**src/cpid_pkg.sv**
```systemverilog
// Shared types and constants for the cascaded PID phase-shift controller.
package cpid_pkg;

    // Configuration register indexes
    typedef enum logic [2:0] {
        CFG_VOLTAGE_KP = 3'd0,
        CFG_VOLTAGE_KI = 3'd1,
        CFG_VOLTAGE_KD = 3'd2,
        CFG_CURRENT_KP = 3'd3,
        CFG_CURRENT_KI = 3'd4,
        CFG_DUTY_CEIL  = 3'd5,
        CFG_PHASE_SPAN = 3'd6,
        CFG_RAMP_START = 3'd7
    } t_cfg_idx;

    localparam int CFG_IDX_W  = 3;
    localparam int CFG_DATA_W = 18;
    localparam logic [17:0] DUTY_CEIL_RST = 18'd131072;

    // Terms issued to the shared multiplier per loop
    localparam int V_TERMS = 5;
    localparam int I_TERMS = 2;

    // Products issued to the shared multiplier
    typedef enum logic [3:0] {
        MUL_STEP = 4'd0,   // target times ramp-divisor reciprocal
        MUL_V0   = 4'd1,   // (kp + ki) * e
        MUL_V1   = 4'd2,   // (ki - kp) * e[n-1]
        MUL_V2   = 4'd3,   // kd * e
        MUL_V3   = 4'd4,   // 2 kd * e[n-1], subtracted
        MUL_V4   = 4'd5,   // kd * e[n-2]
        MUL_I0   = 4'd6,   // (kp + ki) * ie
        MUL_I1   = 4'd7,   // (ki - kp) * ie[n-1]
        MUL_PH   = 4'd8    // duty * phase_span
    } t_mul_op;

    typedef struct packed {
        logic [14:0] voltage_kp;
        logic [14:0] voltage_ki;
        logic [14:0] voltage_kd;
        logic [14:0] current_kp;
        logic [14:0] current_ki;
        logic [17:0] duty_ceiling;
        logic [15:0] phase_span;
    } t_cfg;

    // Controller to datapath
    typedef struct packed {
        logic    in_load;    // capture input beat
        logic    mul_en;     // issue a product
        t_mul_op mul_op;
        logic    ramp_upd;   // advance soft-start ramp, load voltage error
        logic    v_upd;      // clamp current command, shift voltage history
        logic    i_upd;      // clamp duty, shift current history
        logic    out_load;   // load result register
    } t_dp_cmd;

    // Datapath to controller
    typedef struct packed {
        logic out_busy;      // result register full and not drained this cycle
    } t_dp_sts;

endpackage

```
**src/cpid_regs.sv**
```systemverilog
// Configuration register file for the cascaded PID phase-shift controller.
module cpid_regs (
    input  logic                                i_clk,
    input  logic                                i_rst_n,
    input  logic                                i_cfg_we,
    input  logic [cpid_pkg::CFG_IDX_W-1:0]      i_cfg_idx,
    input  logic [cpid_pkg::CFG_DATA_W-1:0]     i_cfg_data,
    output cpid_pkg::t_cfg                      o_cfg
);
    import cpid_pkg::*;

    t_cfg r_cfg;

    always_ff @(posedge i_clk) begin
        if (!i_rst_n) begin
            r_cfg.voltage_kp   <= '0;
            r_cfg.voltage_ki   <= '0;
            r_cfg.voltage_kd   <= '0;
            r_cfg.current_kp   <= '0;
            r_cfg.current_ki   <= '0;
            r_cfg.duty_ceiling <= DUTY_CEIL_RST;
            r_cfg.phase_span   <= '0;
        end else if (i_cfg_we) begin
            case (t_cfg_idx'(i_cfg_idx))
                CFG_VOLTAGE_KP: r_cfg.voltage_kp   <= i_cfg_data[14:0];
                CFG_VOLTAGE_KI: r_cfg.voltage_ki   <= i_cfg_data[14:0];
                CFG_VOLTAGE_KD: r_cfg.voltage_kd   <= i_cfg_data[14:0];
                CFG_CURRENT_KP: r_cfg.current_kp   <= i_cfg_data[14:0];
                CFG_CURRENT_KI: r_cfg.current_ki   <= i_cfg_data[14:0];
                CFG_DUTY_CEIL:  r_cfg.duty_ceiling <= i_cfg_data[17:0];
                CFG_PHASE_SPAN: r_cfg.phase_span   <= i_cfg_data[15:0];
                // ramp start only matters at reset, where it clears too:
                // the ramp always restarts from zero, so drop the write
                CFG_RAMP_START: r_cfg <= r_cfg;
                default:        r_cfg <= r_cfg;
            endcase
        end
    end

    assign o_cfg = r_cfg;

endmodule

```
**src/cpid_ctrl.sv**
```systemverilog
// Sequencer for the cascaded PID phase-shift controller datapath.
module cpid_ctrl (
    input  logic              i_clk,
    input  logic              i_rst_n,
    input  logic              i_in_valid,
    output logic              o_in_ready,
    input  cpid_pkg::t_dp_sts i_sts,
    output cpid_pkg::t_dp_cmd o_cmd
);
    import cpid_pkg::*;

    typedef enum logic [10:0] {
        S_IDLE   = 11'b000_0000_0001,
        S_STEP   = 11'b000_0000_0010,
        S_RAMP   = 11'b000_0000_0100,
        S_VMUL   = 11'b000_0000_1000,
        S_VACC   = 11'b000_0001_0000,
        S_VCLAMP = 11'b000_0010_0000,
        S_IMUL   = 11'b000_0100_0000,
        S_IACC   = 11'b000_1000_0000,
        S_ICLAMP = 11'b001_0000_0000,
        S_PMUL   = 11'b010_0000_0000,
        S_POUT   = 11'b100_0000_0000
    } t_state;

    t_state     r_state, n_state;
    logic [2:0] r_cnt, n_cnt;

    always_ff @(posedge i_clk) begin
        if (!i_rst_n) begin
            r_state <= S_IDLE;
            r_cnt   <= '0;
        end else begin
            r_state <= n_state;
            r_cnt   <= n_cnt;
        end
    end

    always_comb begin
        n_state = r_state;
        n_cnt   = r_cnt;
        o_cmd   = '0;
        o_cmd.mul_op = MUL_STEP;
        case (r_state)
            S_IDLE: begin
                if (i_in_valid) begin
                    o_cmd.in_load = 1'b1;
                    n_state = S_STEP;
                end
            end
            S_STEP: begin
                o_cmd.mul_en = 1'b1;
                o_cmd.mul_op = MUL_STEP;
                n_state = S_RAMP;
            end
            S_RAMP: begin
                o_cmd.ramp_upd = 1'b1;
                n_cnt   = '0;
                n_state = S_VMUL;
            end
            S_VMUL: begin
                o_cmd.mul_en = 1'b1;
                case (r_cnt)
                    3'd0:    o_cmd.mul_op = MUL_V0;
                    3'd1:    o_cmd.mul_op = MUL_V1;
                    3'd2:    o_cmd.mul_op = MUL_V2;
                    3'd3:    o_cmd.mul_op = MUL_V3;
                    default: o_cmd.mul_op = MUL_V4;
                endcase
                if (r_cnt == 3'(V_TERMS - 1)) begin
                    n_cnt   = '0;
                    n_state = S_VACC;
                end else begin
                    n_cnt = r_cnt + 3'd1;
                end
            end
            S_VACC: begin
                n_state = S_VCLAMP;
            end
            S_VCLAMP: begin
                o_cmd.v_upd = 1'b1;
                n_state = S_IMUL;
            end
            S_IMUL: begin
                o_cmd.mul_en = 1'b1;
                o_cmd.mul_op = (r_cnt == 3'd0) ? MUL_I0 : MUL_I1;
                if (r_cnt == 3'(I_TERMS - 1)) begin
                    n_cnt   = '0;
                    n_state = S_IACC;
                end else begin
                    n_cnt = r_cnt + 3'd1;
                end
            end
            S_IACC: begin
                n_state = S_ICLAMP;
            end
            S_ICLAMP: begin
                o_cmd.i_upd = 1'b1;
                n_state = S_PMUL;
            end
            S_PMUL: begin
                o_cmd.mul_en = 1'b1;
                o_cmd.mul_op = MUL_PH;
                n_state = S_POUT;
            end
            S_POUT: begin
                // hold until the result register frees up
                if (!i_sts.out_busy) begin
                    o_cmd.out_load = 1'b1;
                    n_state = S_IDLE;
                end
            end
            default: begin
                n_state = S_IDLE;
                n_cnt   = '0;
            end
        endcase
    end

    assign o_in_ready = (r_state == S_IDLE);

endmodule

```
**src/cpid_dp.sv**
```systemverilog
// Datapath of the cascaded PID phase-shift controller: ramp, shared multiplier, loops.
module cpid_dp #(
    parameter int ADC_BITS     = 12,
    parameter int RAMP_DIVISOR = 200
) (
    input  logic              i_clk,
    input  logic              i_rst_n,
    input  cpid_pkg::t_dp_cmd i_cmd,
    output cpid_pkg::t_dp_sts o_sts,
    input  cpid_pkg::t_cfg    i_cfg,
    input  logic [11:0]       i_adc_vout,
    input  logic [11:0]       i_adc_iout,
    input  logic [17:0]       i_voltage_target,
    input  logic [17:0]       i_current_limit,
    input  logic              i_out_ready,
    output logic              o_out_valid,
    output logic [15:0]       o_phase_shift,
    output logic [17:0]       o_current_command,
    output logic              o_softstart_done
);
    import cpid_pkg::*;

    // ADC scaling to Q17
    localparam int          Q_SHIFT  = 17 - ADC_BITS;
    localparam logic [11:0] ADC_MASK = (ADC_BITS >= 12) ? 12'hFFF :
                                       12'((64'd1 << ADC_BITS) - 64'd1);
    // Ramp step by reciprocal: floor(t / D) = (t * M) >> K, exact for 18-bit t
    localparam int              DIV_LOG = $clog2(RAMP_DIVISOR);
    localparam int              DIV_K   = 18 + DIV_LOG;
    localparam longint unsigned DIV_M   =
        ((64'd1 << DIV_K) + 64'(RAMP_DIVISOR) - 64'd1) / 64'(RAMP_DIVISOR);
    localparam logic [18:0]     DIV_M19 = 19'(DIV_M);
    localparam logic [17:0]     MAX18   = 18'h3FFFF;

    function automatic logic [17:0] clamp_hi(input logic signed [27:0] v,
                                             input logic [17:0] hi);
        logic [17:0] res;
        if (v < 0) begin
            res = '0;
        end else if (v > $signed({10'b0, hi})) begin
            res = hi;
        end else begin
            res = v[17:0];
        end
        return res;
    endfunction

    // Captured beat
    logic [16:0] r_vq, r_iq;
    logic [17:0] r_target, r_limit;
    // Loop state
    logic [17:0]        r_ramp;
    logic               r_finished;
    logic signed [18:0] r_ve, r_lve, r_ove, r_ie, r_lie;
    logic [17:0]        r_lcmd, r_lduty;
    // Arithmetic
    logic signed [39:0] r_prod;
    t_mul_op            r_prod_op;
    logic               r_prod_vld;
    logic signed [27:0] r_acc;
    // Result register
    logic        r_out_vld;
    logic [15:0] r_out_phase;
    logic [17:0] r_out_cmd;
    logic        r_out_done;

    logic [16:0] w_vq, w_iq;
    assign w_vq = {5'b0, i_adc_vout & ADC_MASK} << Q_SHIFT;
    assign w_iq = {5'b0, i_adc_iout & ADC_MASK} << Q_SHIFT;

    // Gain combinations
    logic [15:0]        w_vkp_ki, w_ckp_ki, w_vkd2;
    logic signed [16:0] w_vki_kp, w_cki_kp;
    assign w_vkp_ki = {1'b0, i_cfg.voltage_kp} + {1'b0, i_cfg.voltage_ki};
    assign w_ckp_ki = {1'b0, i_cfg.current_kp} + {1'b0, i_cfg.current_ki};
    assign w_vkd2   = {i_cfg.voltage_kd, 1'b0};
    assign w_vki_kp = $signed({2'b0, i_cfg.voltage_ki}) - $signed({2'b0, i_cfg.voltage_kp});
    assign w_cki_kp = $signed({2'b0, i_cfg.current_ki}) - $signed({2'b0, i_cfg.current_kp});

    // Operand select for the shared multiplier
    logic signed [19:0] w_mul_a, w_mul_b;
    logic signed [39:0] w_prod;

    always_comb begin
        case (i_cmd.mul_op)
            MUL_STEP: begin
                w_mul_a = $signed({2'b0, r_target});
                w_mul_b = $signed({1'b0, DIV_M19});
            end
            MUL_V0: begin
                w_mul_a = {r_ve[18], r_ve};
                w_mul_b = $signed({4'b0, w_vkp_ki});
            end
            MUL_V1: begin
                w_mul_a = {r_lve[18], r_lve};
                w_mul_b = {{3{w_vki_kp[16]}}, w_vki_kp};
            end
            MUL_V2: begin
                w_mul_a = {r_ve[18], r_ve};
                w_mul_b = $signed({5'b0, i_cfg.voltage_kd});
            end
            MUL_V3: begin
                w_mul_a = {r_lve[18], r_lve};
                w_mul_b = $signed({4'b0, w_vkd2});
            end
            MUL_V4: begin
                w_mul_a = {r_ove[18], r_ove};
                w_mul_b = $signed({5'b0, i_cfg.voltage_kd});
            end
            MUL_I0: begin
                w_mul_a = {r_ie[18], r_ie};
                w_mul_b = $signed({4'b0, w_ckp_ki});
            end
            MUL_I1: begin
                w_mul_a = {r_lie[18], r_lie};
                w_mul_b = {{3{w_cki_kp[16]}}, w_cki_kp};
            end
            MUL_PH: begin
                w_mul_a = $signed({2'b0, r_lduty});
                w_mul_b = $signed({4'b0, i_cfg.phase_span});
            end
            default: begin
                w_mul_a = '0;
                w_mul_b = '0;
            end
        endcase
    end

    assign w_prod = w_mul_a * w_mul_b;

    // Scale the registered product into a loop term (floor shift per term)
    logic signed [39:0] w_sh13, w_sh12;
    logic signed [27:0] w_term;
    logic               w_term_en;
    assign w_sh13 = r_prod >>> 13;
    assign w_sh12 = r_prod >>> 12;

    always_comb begin
        w_term_en = r_prod_vld;
        case (r_prod_op)
            MUL_V0, MUL_V1, MUL_V2, MUL_V4: w_term = w_sh13[27:0];
            MUL_V3:                         w_term = -w_sh13[27:0];
            MUL_I0, MUL_I1:                 w_term = w_sh12[27:0];
            default: begin
                w_term    = '0;
                w_term_en = 1'b0;
            end
        endcase
    end

    // Soft-start ramp
    logic [39:0]        w_step_full;
    logic [17:0]        w_step, w_up, w_floor, w_down, n_ramp;
    logic [18:0]        w_sum, w_dif;
    logic               w_ge, w_over, n_done;
    logic signed [18:0] w_ve;

    assign w_step_full = r_prod >>> DIV_K;
    assign w_step      = w_step_full[17:0];
    assign w_sum       = {1'b0, r_ramp} + {1'b0, w_step};
    assign w_dif       = {1'b0, r_ramp} - {1'b0, w_step};
    assign w_up        = w_sum[18] ? MAX18 : w_sum[17:0];
    assign w_floor     = w_dif[18] ? 18'd0 : w_dif[17:0];
    assign w_down      = (w_floor < r_target) ? r_target : w_floor;
    assign w_ge        = (r_ramp >= {1'b0, r_vq});
    assign w_over      = (r_ramp > r_target);

    always_comb begin
        n_done = 1'b0;
        if (w_ge) begin
            if (w_over) begin
                n_ramp = r_target;
                n_done = 1'b1;
            end else begin
                n_ramp = w_up;
            end
        end else begin
            n_ramp = w_down;
        end
    end

    assign w_ve = $signed({1'b0, n_ramp}) - $signed({2'b0, r_vq});

    // Loop clamps
    logic [17:0] w_cmd, w_duty;
    assign w_cmd  = clamp_hi(r_acc, r_limit);
    assign w_duty = clamp_hi(r_acc, i_cfg.duty_ceiling);

    // Phase scaling with saturation
    logic [39:0] w_ph;
    logic [15:0] w_phase;
    assign w_ph    = r_prod >>> 17;
    assign w_phase = (|w_ph[39:16]) ? 16'hFFFF : w_ph[15:0];

    // Control and loop state
    always_ff @(posedge i_clk) begin
        if (!i_rst_n) begin
            r_ramp     <= '0;
            r_finished <= 1'b0;
            r_lve      <= '0;
            r_ove      <= '0;
            r_lcmd     <= '0;
            r_lie      <= '0;
            r_lduty    <= '0;
            r_prod_vld <= 1'b0;
            r_out_vld  <= 1'b0;
        end else begin
            r_prod_vld <= i_cmd.mul_en;
            if (i_cmd.ramp_upd) begin
                r_ramp     <= n_ramp;
                r_finished <= r_finished | n_done;
            end
            if (i_cmd.v_upd) begin
                r_lcmd <= w_cmd;
                r_ove  <= r_lve;
                r_lve  <= r_ve;
            end
            if (i_cmd.i_upd) begin
                r_lduty <= w_duty;
                r_lie   <= r_ie;
            end
            if (i_cmd.out_load) begin
                r_out_vld <= 1'b1;
            end else if (i_out_ready) begin
                r_out_vld <= 1'b0;
            end
        end
    end

    // Payload
    always_ff @(posedge i_clk) begin
        if (i_cmd.in_load) begin
            r_vq     <= w_vq;
            r_iq     <= w_iq;
            r_target <= i_voltage_target;
            r_limit  <= i_current_limit;
        end
        if (i_cmd.mul_en) begin
            r_prod    <= w_prod;
            r_prod_op <= i_cmd.mul_op;
        end
        if (i_cmd.ramp_upd) begin
            r_ve  <= w_ve;
            r_acc <= $signed({10'b0, r_lcmd});
        end else if (i_cmd.v_upd) begin
            r_ie  <= $signed({1'b0, w_cmd}) - $signed({2'b0, r_iq});
            r_acc <= $signed({10'b0, r_lduty});
        end else if (w_term_en) begin
            r_acc <= r_acc + w_term;
        end
        if (i_cmd.out_load) begin
            r_out_phase <= w_phase;
            r_out_cmd   <= r_lcmd;
            r_out_done  <= r_finished;
        end
    end

    assign o_sts.out_busy    = r_out_vld & ~i_out_ready;
    assign o_out_valid       = r_out_vld;
    assign o_phase_shift     = r_out_phase;
    assign o_current_command = r_out_cmd;
    assign o_softstart_done  = r_out_done;

endmodule

```
**src/cascaded_pid_phase_shift_controller_top.sv**
```systemverilog
// Top level of the cascaded PID phase-shift controller.
// Input beats are taken only while the sequencer is idle, so each beat is carried to the
//   result register before the next is accepted; one shared 20x20 multiplier carries nine
//   products per tick (ramp step, five voltage terms, two current terms, phase).
// The result register frees the input side: a new beat is taken while a result waits.
// Reset (synchronous, active low): gains clear, duty ceiling goes to full scale,
//   ramp, error histories, command and duty clear, soft-start flag drops.
module cascaded_pid_phase_shift_controller_top #(
    parameter int ADC_BITS     = 12,
    parameter int RAMP_DIVISOR = 200
) (
    input  logic                            i_clk,
    input  logic                            i_rst_n,
    // configuration write port
    input  logic                            i_cfg_we,
    input  logic [cpid_pkg::CFG_IDX_W-1:0]  i_cfg_idx,
    input  logic [cpid_pkg::CFG_DATA_W-1:0] i_cfg_data,
    // input channel: one sample pair per control tick
    input  logic                            i_in_valid,
    output logic                            o_in_ready,
    input  logic [11:0]                     i_adc_vout,
    input  logic [11:0]                     i_adc_iout,
    input  logic [17:0]                     i_voltage_target,
    input  logic [17:0]                     i_current_limit,
    // output channel: one result per tick
    output logic                            o_out_valid,
    input  logic                            i_out_ready,
    output logic [15:0]                     o_phase_shift,
    output logic [17:0]                     o_current_command,
    output logic                            o_softstart_done
);
    import cpid_pkg::*;

    t_cfg    w_cfg;
    t_dp_cmd w_cmd;
    t_dp_sts w_sts;

    // Gains, duty ceiling and phase span; the user must write them only while idle, the block does not enforce it
    cpid_regs u_regs (
        .i_clk      (i_clk),
        .i_rst_n    (i_rst_n),
        .i_cfg_we   (i_cfg_we),
        .i_cfg_idx  (i_cfg_idx),
        .i_cfg_data (i_cfg_data),
        .o_cfg      (w_cfg)
    );

    // Sequencer: accept a beat, step the multiplier through the ramp step,
    // voltage PID terms, current PI terms and phase product, then hand the
    // result to the output register once it is free
    cpid_ctrl u_ctrl (
        .i_clk      (i_clk),
        .i_rst_n    (i_rst_n),
        .i_in_valid (i_in_valid),
        .o_in_ready (o_in_ready),
        .i_sts      (w_sts),
        .o_cmd      (w_cmd)
    );

    // Datapath: Q17 scaling, soft-start ramp, shared multiplier with
    // accumulator, loop clamps, history registers and result register
    cpid_dp #(
        .ADC_BITS     (ADC_BITS),
        .RAMP_DIVISOR (RAMP_DIVISOR)
    ) u_dp (
        .i_clk             (i_clk),
        .i_rst_n           (i_rst_n),
        .i_cmd             (w_cmd),
        .o_sts             (w_sts),
        .i_cfg             (w_cfg),
        .i_adc_vout        (i_adc_vout),
        .i_adc_iout        (i_adc_iout),
        .i_voltage_target  (i_voltage_target),
        .i_current_limit   (i_current_limit),
        .i_out_ready       (i_out_ready),
        .o_out_valid       (o_out_valid),
        .o_phase_shift     (o_phase_shift),
        .o_current_command (o_current_command),
        .o_softstart_done  (o_softstart_done)
    );

endmodule
```
**config.mk**
```make
export PLATFORM = sky130hd
export DESIGN_NAME = cascaded_pid_phase_shift_controller_top
export DESIGN_NICKNAME = d
export VERILOG_FILES = /design/src/cpid_pkg.sv /design/src/cpid_regs.sv /design/src/cpid_ctrl.sv /design/src/cpid_dp.sv /design/src/cascaded_pid_phase_shift_controller_top.sv
export SDC_FILE = /design/constraint.sdc
export NUM_CORES = 2
export LEC_CHECK = 0
export ABC_AREA = 1
export BUFFER_PORTS_ARGS = -buffer_cell sky130_fd_sc_hd__buf_2
export CAP_MARGIN = 20
export CORE_ASPECT_RATIO = 1.2
export CORE_MARGIN = 10
export CORE_UTILIZATION = 32
export CTS_BUF_LIST = sky130_fd_sc_hd__clkbuf_4 sky130_fd_sc_hd__clkbuf_8
export DETAILED_ROUTE_END_ITERATION = 10
export MAX_ROUTING_LAYER = met4
export RECOVER_POWER = 50
export SETUP_SLACK_MARGIN = 0.1
export SKIP_CTS_REPAIR_TIMING = 1
export SLEW_MARGIN = 10
export SYNTH_ARGS = -nofsm -noshare
export SYNTH_HDL_FRONTEND = slang
export SYNTH_SLANG_ARGS = --single-unit
```
**constraint.sdc**
```tcl
create_clock -name i_clk -period 7.7 [get_ports i_clk]
set_input_delay 1.54 -clock i_clk [delete_from_list [all_inputs] [get_ports i_clk]]
set_output_delay 1.54 -clock i_clk [all_outputs]
set_load 0.01 [all_outputs]
```
After elaboration in Yosys (flattened, before gate mapping)
Index checks and enable logic that the tools add are counted.

Input bits: 86. Latch bits: 0. Bits in writable memories: 0. Memories: 0. Flip-flop bits (word level): 442. Output and inout bits: 37. Memory bits (read-only): 0. Word-level logic and storage cells: 154.

$mul: 1. Divide/modulo/power cells: 0. Bitwise gates (word level): 4. Eq/ne operators: 40. Order comparisons: 6. Reductions and logical operators: 23. Add/sub/neg operators: 11. Shift-type cells: 0. Muxes and demuxes: 38.

Operators by type and width (number): 18-bit two-way mux (12); 20-bit case mux with 8 select lines (1); 20-bit case mux with 7 select lines (1); 11-bit case mux with 11 select lines (1); 28-bit case mux with 3 select lines (1); 28-bit by 19-bit > comparator with 1-bit output (2); 11-bit two-way mux (4); 20-bit by 20-bit multiplier with 40-bit output (1); 18-bit by 17-bit subtractor with 19-bit output (2); 15-bit by 15-bit adder with 16-bit output (2); 4-bit by 3-bit == test with 1-bit output, second input constant (8); 15-bit by 15-bit subtractor with 16-bit output (2); 28-bit adder (1); 28-bit by 1-bit < comparator with 1-bit output, second input constant (1); 28-bit negator (1); 5-bit case mux with 4 select lines (1); 18-bit by 18-bit adder with 19-bit output (1); 18-bit by 18-bit subtractor with 19-bit output (1); 18-bit by 17-bit >= comparator with 1-bit output (1); 18-bit > comparator (1); 18-bit < comparator (1); 4-bit by 2-bit == test with 1-bit output, second input constant (4); 2-bit AND reduction (8); 7-bit OR reduction (2); 34 further kinds (63).

Depth between registers and ports, before layout
Depth after elaboration: 7. Depth in mapped cells: 45. Mapped depth without buffers: 44.

Modules after synthesis
From an unflattened synthesis, not the netlist that was laid out.

Cell total of the unflattened synthesis: 5587. Area, all modules: 43035.0 µm².

By module, submodules not included: cpid_dp (times used 1, cells each 4805, seq. area each 7977.7 µm², area an instance 37737.4 µm²); cpid_regs (times used 1, cells each 624, seq. area each 2182.1 µm², area an instance 4341.7 µm²); cpid_ctrl (times used 1, cells each 158, seq. area each 280.3 µm², area an instance 955.9 µm²).

Worst setup path before layout
Ideal clock, no wire load.

Path type: reg2reg. Start: register u_ctrl.r_cnt[0]. End: register u_dp.r_prod[38] (data pin). Setup time: 0.262 ns. Clock period less this slack: 8.017 ns. Path slack: -0.317 ns. Required time: 7.438 ns. Arrival time: 7.754 ns. Buffers on the path: 2. Stages on the path, launching flop included: 36. Cells stage by stage: dfxtp_1 -> inv_1 -> ha_1 -> nand2_1 -> nand3_1 -> nand2_1 -> nand3_1 -> nand2_4 -> nand3_1 -> inv_1 -> buf_4 -> buf_4 -> a221oi_1 -> nand2_1 -> inv_1 -> nor2_1 -> inv_1 -> fa_1 -> inv_1 -> fa_1 -> inv_1 -> fa_1 -> inv_1 -> fa_1 -> inv_1 -> fa_1 -> fa_1 -> fa_1 -> inv_1 -> ha_1 -> inv_1 -> nor3_1 -> nand2_1 -> o2111ai_1 -> a21oi_1 -> xor2_1.

RTL lines: from (decl) (RTL line cpid_ctrl.sv:27) `logic [2:0] r_cnt, n_cnt;`; from (signal assigned) (RTL line cpid_ctrl.sv:35) `r_cnt <= n_cnt;`; to (signal assigned) (RTL line cpid_dp.sv:239) `r_prod <= w_prod;`; to (decl) (RTL line cpid_dp.sv:57) `logic signed [39:0] r_prod;`.

Worst setup path after layout
Start: register u_regs.r_cfg, in the netlist u_regs.o_cfg[36]. End: register u_dp.r_prod[38] (data pin).

Word-level cells in the longest chain between the ends: 3. Elaborated cells on any way between the ends: 4. Classes of those cells: add/sub: 2; mul: 1; mux: 1.

Ends and longest elaborated chain: from (decl) (RTL line cpid_regs.sv:12) `t_cfg r_cfg;`; from (signal assigned) (RTL line cpid_regs.sv:34) `CFG_RAMP_START: r_cfg <= r_cfg;`; from (signal assigned) (RTL line cpid_regs.sv:35) `default: r_cfg <= r_cfg;`; 15-bit by 15-bit subtractor with 16-bit output or 15-bit by 15-bit adder with 16-bit output (tied branches) (RTL line cpid_dp.sv:78, cpid_dp.sv:75); 20-bit case mux with 8 select lines (*) (RTL line cpid_dp.sv:85) `case (i_cmd.mul_op)`; 20-bit by 20-bit multiplier with 40-bit output (*) (RTL line cpid_dp.sv:129) `assign w_prod = w_mul_a * w_mul_b;`; net u_dp.w_prod[38] (RTL line cpid_dp.sv:82) `logic signed [39:0] w_prod;`.

The timed path passes the listed nets; every way through them passes the cells marked *. A chain may end at the register's enable or synchronous reset.

==> results.cfg <==
[sta]
skew_ps = 64.5
clock.fmax_ghz = 0.124
min_period_over_period_pct = 105
fin_crit_ps = 8090
slew_violations = 351
hold_violations = 0
setup_viol = 24
rsz0062_at_grt = true
fin_setup_tns_ps = -6500
max_slew.worst_pin.slew_ps = 4830
relSlewSlack_pct = -222
setup_ws_ps = -392

[critical_path]
critPathArrivalTime_ps = 8570
worstSetupPathType = flop to flop
regToRegSetupSlack_ps = -390
crit_top_cell = fa_1
crit_slowest_cell = fa_1
start_kind = flop
worstPathRequired_ps = 8180
cpPeakStageDelay_ps = 580
critPathCaptureType = flop
path_max_fanout = 6

[floorplan]
die_h_um = 417
coreArea_mm2 = 0.130
die_width_um = 351
rows = 145
dieArea_mm2 = 0.147
start_util_pct = 32.3
io-pin-count = 123

[synthesis]
syn-cell-area_mm2 = 0.0421
synth_nets = 6128
yosys_most_used_dff = dfxtp_1
synth_cells = 5286
synth_top_area_share_pct = 19.8
synth-seq-cells = 430
synth_cell_types = 75
async_flop_share_pct = 0
synth_edf_count = 183
synth.yosys.seq_area_share_pct = 24.8
yosys-top-cells-area = fa_1, edfxtp_1, dfxtp_1
avgSynthCellArea_um2 = 7.96
synth_top_area_cell = fa_1
yosys_warnings = 0

[global_route]
grt_max_degree = 107
grt_pass1_vias = 38477
antenna_found_initial = 5
grt_pass1_wl_um = 231000
grt_usage_pct = 21.1
grt_overflow_total = 0

[cts]
cts_buffers = 75
clkSinkCount = 430
cts_tree = yes
cts_max_level = 3
clock_path_buffers = 3
clk_pin_slew_ps = 70
worstSkewPairLatency_ps = 760
cts-root-buf = clkbuf_8

[drt]
via_count = 39138
dr.pass1.iters = 7
wirelength_um = 157000
post_drt_wl_per_cell_um = 20.2
drt_iter0_markers = 2997
viasPerCell = 5.03
detail-route-antenna-nets = 0
drc_errors = 0

[outcome]
status = finished with violations
violations = max-capacitance violations, max-slew violations, negative setup slack

[cells_and_area]
fin_nets = 6867
final_layout_size_suffix_gt1_share_pct = 24.9
syn2layout_area_growth_pct = 28.5
finalNonFillerCells = 7775
final_cell_area_mm2 = 0.0541

[placed_design]
gp_congestion = 0.967
io_buffers = 122
dp_hpwl_um = 126000
dpl.cell_count = 7547
placed_cell_area_mm2 = 0.0493

[flow_run]
cap_violations = 6

[worst_hold_path]
hold_path.class = flop to flop
[worst paths after layout]
| check | start | to | cells after the start |
|---|---|---|---|
| setup / recovery | u_regs.o_cfg[36] | u_dp.r_prod[38] | 38 |
| hold / removal | u_dp.r_finished | u_dp.o_softstart_done | 0 |
| setup reg to reg | u_regs.o_cfg[36] | u_dp.r_prod[38] | 38 |
| hold reg to reg | u_dp.r_finished | u_dp.o_softstart_done | 0 |
[kinds of logic after synthesis]
kind of cell | synth area share, %
adders and majority gates | 29.9
DFF | 24.8
AOI/OAI and AO/OA | 14.7
and+or+nand+nor | 17.3
xor gates and xnor gates | 2.12
buffers and inverters | 11.2
[cell usage after synthesis (16+ instances only)]
library cell / number
xor2_1: 83
a21oi_1: 394
xnor2_1: 19
nand4_1: 32
inv_1: 1049
nand2_1: 787
a31oi_1: 23
nand2_2: 18
buf_2: 28
o211ai_1: 60
ha_1: 339
edfxtp_1: 183
dfxtp_1: 247
nor3_1: 45
clkbuf_1: 113
or2_2: 25
o221ai_1: 55
nor4_1: 16
nor2_1: 567
nand3_1: 170
o21ai_0: 354
a221oi_1: 35
fa_1: 417
[registers in the layout (all words and copies together) (netlist names), 19 cells and up]
signal        flops
u_dp.r_acc       28
u_dp.r_ie        19
u_dp.r_lie       19
u_dp.r_lve       19
u_dp.r_ove       19
u_dp.r_prod      28
u_dp.r_ve        19
u_regs.o_cfg    109
[worst max-delay path, delay by kind of cell, from the launching register on]
| family | cells | cell delay [ps] |
|---|---|---|
| DFF | 1 | 400 |
| adders and majority gates | 9 | 4170 |
| and+or+nand+nor | 12 | 1420 |
| AOI/OAI and AO/OA | 4 | 650 |
| xor gates and xnor gates | 1 | 150 |
| buffers and inverters | 12 | 1080 |
[layout make-up]
cell class,count,area (um2)
Inverter,1079,4110
Clock inverter,35,345
Fill cell,13092,76300
Antenna cell,2,5.00
Clock buffer,100,1280
Tap cell,1690,2110
Sequential cell,430,10500
Multi-Input combinational cell,3620,29500
Timing Repair Buffer,819,6290
[cells in the final DEF (no fill, tap or decap), types with 16 or more instances in the layout]
cell type,synthesis,layout
o221ai_1,55,51
a21oi_1,394,340
nor2_2,7,41
clkinv_1,14,17
o21ai_1,13,29
buf_6,1,40
fa_1,417,385
nor3_1,45,33
or2_2,25,22
buf_4,6,614
a221oi_1,35,28
nand4_1,32,32
nand2_4,7,34
nand3_1,170,146
clkbuf_1,113,54
xor2_1,83,76
o21ai_2,2,28
nand2_1,787,697
dfxtp_2,0,18
nand3_2,6,21
buf_12,0,23
inv_2,13,86
a21oi_2,0,41
fa_2,0,32
nor2_1,567,509
ha_4,0,47
inv_1,1049,960
clkbuf_8,0,85
xnor2_1,19,16
nand2_2,18,79
clkbuf_4,0,18
o21ai_0,354,310
buf_2,28,77
dfxtp_1,247,226
edfxtp_1,183,183
ha_1,339,288
inv_4,2,16
nor2_4,3,27
o211ai_1,60,60
[metrics by stage]
stage	util (%)	hold slack [ps]	setup slack, ps
after floorplan	-	409	86.8
after global placement	37.8	429	-846
after detailed placement	37.8	422	-834
after CTS	39.0	441	-875
after global routing	41.5	452	-705
final	41.5	436	-392
[per-layer routing]
layer / track usage, % / up-vias / routed length (um)
li1: - / 18504 / -
met5: - / - / 0
met1: 25.1 / 19072 / 63300
met3: 2.18 / 366 / 7870
met4: 9.14 / 0 / 7720
met2: 36.0 / 1196 / 77900
Power is not shown: default switching activity piles up to over one toggle a cycle in this logic, so the estimate is an artifact.
